===== config.mk =====
export PLATFORM = sky130hd
export DESIGN_NAME = c32za_stage
export DESIGN_NICKNAME = d
export VERILOG_FILES = /design/src/rtl/c32za_pkg.sv /design/src/rtl/c32za_stage.sv
export SDC_FILE = /design/constraint.sdc
export NUM_CORES = 1
export LEC_CHECK = 0
export BUFFER_PORTS_ARGS = -buffer_cell sky130_fd_sc_hd__buf_2
export CAP_MARGIN = 10
export CORE_AREA = 2 2 478 480
export CTS_CLUSTER_SIZE = 10
export DETAILED_ROUTE_END_ITERATION = 6
export DIE_AREA = 0 0 480 482
export PLACE_DENSITY = 0.3
export SYNTH_ARGS = -nofsm -noshare
export SYNTH_HDL_FRONTEND = slang
export SYNTH_SLANG_ARGS = --single-unit

===== constraint.sdc =====
create_clock -name i_clk -period 4.3 [get_ports i_clk]
set_input_delay 0.645 -clock i_clk [delete_from_list [all_inputs] [get_ports i_clk]]
set_output_delay 0.645 -clock i_clk [all_outputs]
set_load 0.01 [all_outputs]

===== src/rtl/c32za_pkg.sv =====
// Package: widths, GF(2) matrix type and the zero-byte operator table builder.
package c32za_pkg;

    localparam int unsigned CRC_W      = 32;
    localparam int unsigned CNT_W      = 63;
    localparam int unsigned COUNT_BITS = 64;
    // one pipeline stage per count bit that can be set
    localparam int unsigned STAGES     = (COUNT_BITS < CNT_W) ? COUNT_BITS : CNT_W;

    localparam logic [CRC_W-1:0] CRC_POLY = 32'hedb8_8320;

    typedef logic [CRC_W-1:0]            t_crc;
    typedef logic [CNT_W-1:0]            t_cnt;
    // row i is the image of register bit i
    typedef logic [CRC_W-1:0][CRC_W-1:0] t_mat;

    function automatic t_crc mat_apply(input t_mat m, input t_crc v);
        t_crc acc;
        acc = '0;
        for (int i = 0; i < CRC_W; i++) begin
            if (v[i]) begin
                acc = acc ^ m[i];
            end
        end
        return acc;
    endfunction

    function automatic t_mat mat_square(input t_mat m);
        t_mat d;
        for (int i = 0; i < CRC_W; i++) begin
            d[i] = mat_apply(m, m[i]);
        end
        return d;
    endfunction

    // operator for 2^n zero bytes; evaluated at elaboration only
    function automatic t_mat zero_op(input int unsigned n);
        t_mat a;
        a[0] = CRC_POLY;
        for (int i = 1; i < CRC_W; i++) begin
            a[i] = t_crc'(1) << (i - 1);
        end
        // one bit -> two -> four -> eight bits (one byte)
        for (int s = 0; s < 3; s++) begin
            a = mat_square(a);
        end
        for (int unsigned s = 0; s < n; s++) begin
            a = mat_square(a);
        end
        return a;
    endfunction

endpackage


===== src/rtl/c32za_stage.sv =====
// One pipeline stage: applies its zero-byte matrix when its count bit is set.
module c32za_stage import c32za_pkg::*; (
    input  logic i_clk,
    input  logic i_rst_n,
    input  logic i_en,
    input  t_mat i_mat,
    input  logic i_sel,
    input  logic i_vld,
    input  t_crc i_crc,
    input  t_cnt i_cnt,
    output logic o_vld,
    output t_crc o_crc,
    output t_cnt o_cnt
);

    logic r_vld;
    t_crc r_crc;
    t_cnt r_cnt;
    t_crc n_crc;

    always_comb begin
        n_crc = i_sel ? mat_apply(i_mat, i_crc) : i_crc;
    end

    always_ff @(posedge i_clk) begin
        if (!i_rst_n) begin
            r_vld <= 1'b0;
        end else if (i_en) begin
            r_vld <= i_vld;
        end
    end

    always_ff @(posedge i_clk) begin
        if (i_en) begin
            r_crc <= n_crc;
            r_cnt <= i_cnt;
        end
    end

    assign o_vld = r_vld;
    assign o_crc = r_crc;
    assign o_cnt = r_cnt;

endmodule


==> out/results.ini <==
[worst_setup_path]
crit_buf_inv=4
path_class=in -> reg
cp.required_ns=4.48
slowest_stage=xnor2_1
startpoint_type=primary input
cpPeakStageDelay_ns=0.40
crit_family=XOR/XNOR gates
arrival_ns=3.59
cp_max_fo=10
worstSetupEndpointType=flop
path_cells=buf_4 -> buf_4 -> buf_4 -> nand2_1 -> xnor2_1 -> xnor2_1 -> xnor2_1 -> xnor2_1 -> buf_4 -> xnor2_1 -> a21oi_1
cpMostUsedCell=xnor2_1

[die]
start_util_pct=7.17
io_pins=1220
die_h_um=482
core_sq_um=226000
die_w_um=480
rows=175
dieArea_sq_um=231000

[layout]
fin_nets=4645
drive_gt1_share_pct=38.4
final_cell_mix=buf_2 (1185), nand2_1 (1023), xnor2_1 (727), xor2_1 (255), buf_4 (135)
final_core_util_pct=12.0
fin_cells=6580
final_common_cell=buf_2
syn_to_final_growth_pct=67.5
fin_area_sq_um=27200
fillCellCount=26764

[power]
ir_worst_vdd_uv=237
p_leak_nw=11.3
powerDensity_nw_per_um2=315

[hold_path]
hold_path.class=in -> reg

[yosys]
yosys_register_bits=96
netlist_instances=2309
yosysWarnings=0
syn_area_sq_um=16200
syn_nets=3433
yosysTopAreaCell=xnor2_1
synth_area_leaders=xnor2_1 (39%), nand2_1 (24%), edfxtp_1 (18%)
synth_top_area_share_pct=39.3
syn_area_per_cell_sq_um=7.03
synthDistinctLibCells=16
synth-seq-area-share_pct=17.7

[run]
maxCapViolCount=0

[routing]
firstDrtPassIters=5
vias_per_cell=3.25
drt_iter0_markers=1342
drc=0
drtAntennaViolNets=0
dr_total_vias=21404
wl_um=234000
routedWlPerCell_um=35.5

[sta]
skew_ns=0
tightest_slew_ns=0.984
tns_ns=0
rsz0062_at_grt=no
max-slew-margin-rel_pct=33.9
finalSetupViolations=0
hold_viol_final=0
fin_crit_sh_pct=79.5
slew_viol_final=0
fmax_mhz=293
period_minus_slack_ns=3.42

[cts]
cts_sinks=96
clock_latency_ns=0.44
cts_buffers=9
cts_htree_levels=3
root_buffer=clkbuf_16
clkSlewWorstSetupHoldPaths_ns=0.11
post_cts_resized=0
cts_setup_buffers=0
clk_path_buf_depth=2
postCtsHoldBufs=0
cts_tree=yes

[global_route]
grt_pass1_vias=21819
grt_pass1_wl_um=276000
grtUsageTotal_pct=19.4
antenna_found_initial=252
grt_overflow=0
grt_max_degree=49

[placement]
port_buffers=1219
dpl.hpwl_um=205000
dp_cells=6519
gp_congestion=0.883
dpl_cell_area_sq_um=26800

[run_status]
status=finished clean

state kept, by name (all words and copies together) (netlist names):
name and cells:
o_cnt 63, o_crc 32, o_vld 1
per-layer routing:
metal  vias to the layer above  global-route usage, %  share of wire (%)
met5                         -                      0               0.40
met4                       142                   4.02                2.4
met3                       410                   6.13                8.2
met2                      1390                   32.9                 47
met1                     10018                   24.0                 42
li1                       9444                      -                  -
final cells by class:
class                           count  area [sq um]  area share, %
Multi-Input combinational cell   2078         12900           47.3
Timing Repair Buffer             1336          7260           26.7
Tap cell                         3009          3760           13.8
Sequential cell                    96          2870           10.6
Clock buffer                       10           229          0.841
Clock inverter                      6           113          0.414
Antenna cell                       45           113          0.414
per-stage QoR:
step / total power (W) / worst slack (ns) / hold WS (ns)
3_5_place_dp: 0.00768 / 0.287 / 0.531
4_1_cts: 0.00897 / 0.791 / 0.305
5_1_grt: 0.00916 / 0.843 / 0.327
6_report: 0.00858 / 0.882 / 0.361
2_1_floorplan: 0.00424 / 1.68 / 0.538
3_3_place_gp: 0.00774 / 0.296 / 0.521
worst reg2reg max path, cell delays in order, from the launching register on:
cell,delay (ns)
dfxtp_1,0.35
mux2i_1,0.07
nor2b_1,0.13
logic make-up after synthesis:
family	Yosys count	synth area share [%]
and+or+nand+nor	1056	24.4
xor gates and xnor gates	987	53.6
buffers and inverters	135	3.17
DFF	96	17.7
AOI/OAI and AO/OA	33	1.02
muxes	2	0.123
path summary, 6_finish.rpt:
| kind | from | endpoint | slack, ns | cells after the start |
|---|---|---|---|---|
| worst max register to register | o_vld | o_vld | 3.69 | 2 |
| worst min register to register | o_vld | o_vld | 0.54 | 2 |
| worst max-delay path | i_crc[26] | o_crc[1] | 0.88 | 11 |
| worst min-delay path | i_cnt[43] | o_cnt[43] | 0.36 | 1 |
synth_stat cells (all sizes together):
cell,instances
buf,3
mux2i,2
a21oi,33
xnor3,4
edfxtp,95
dfxtp,1
nand2,1024
clkbuf,132
xor2,255
nor2b,1
xnor2,728
nor2,31
report_power, final:
| part | total [W] | switching (W) | leakage [nW] | internal (W) |
|---|---|---|---|---|
| registers | 0.00141 | 0.000136 | 0.939 | 0.00127 |
| logic | 0.00600 | 0.00359 | 10.2 | 0.00240 |
| clock network | 0.00117 | 0.000596 | 0.168 | 0.000577 |
| total | 0.00858 | 0.00433 | 11.3 | 0.00425 |
No activity file was read; power rests on OpenSTA's default activity.
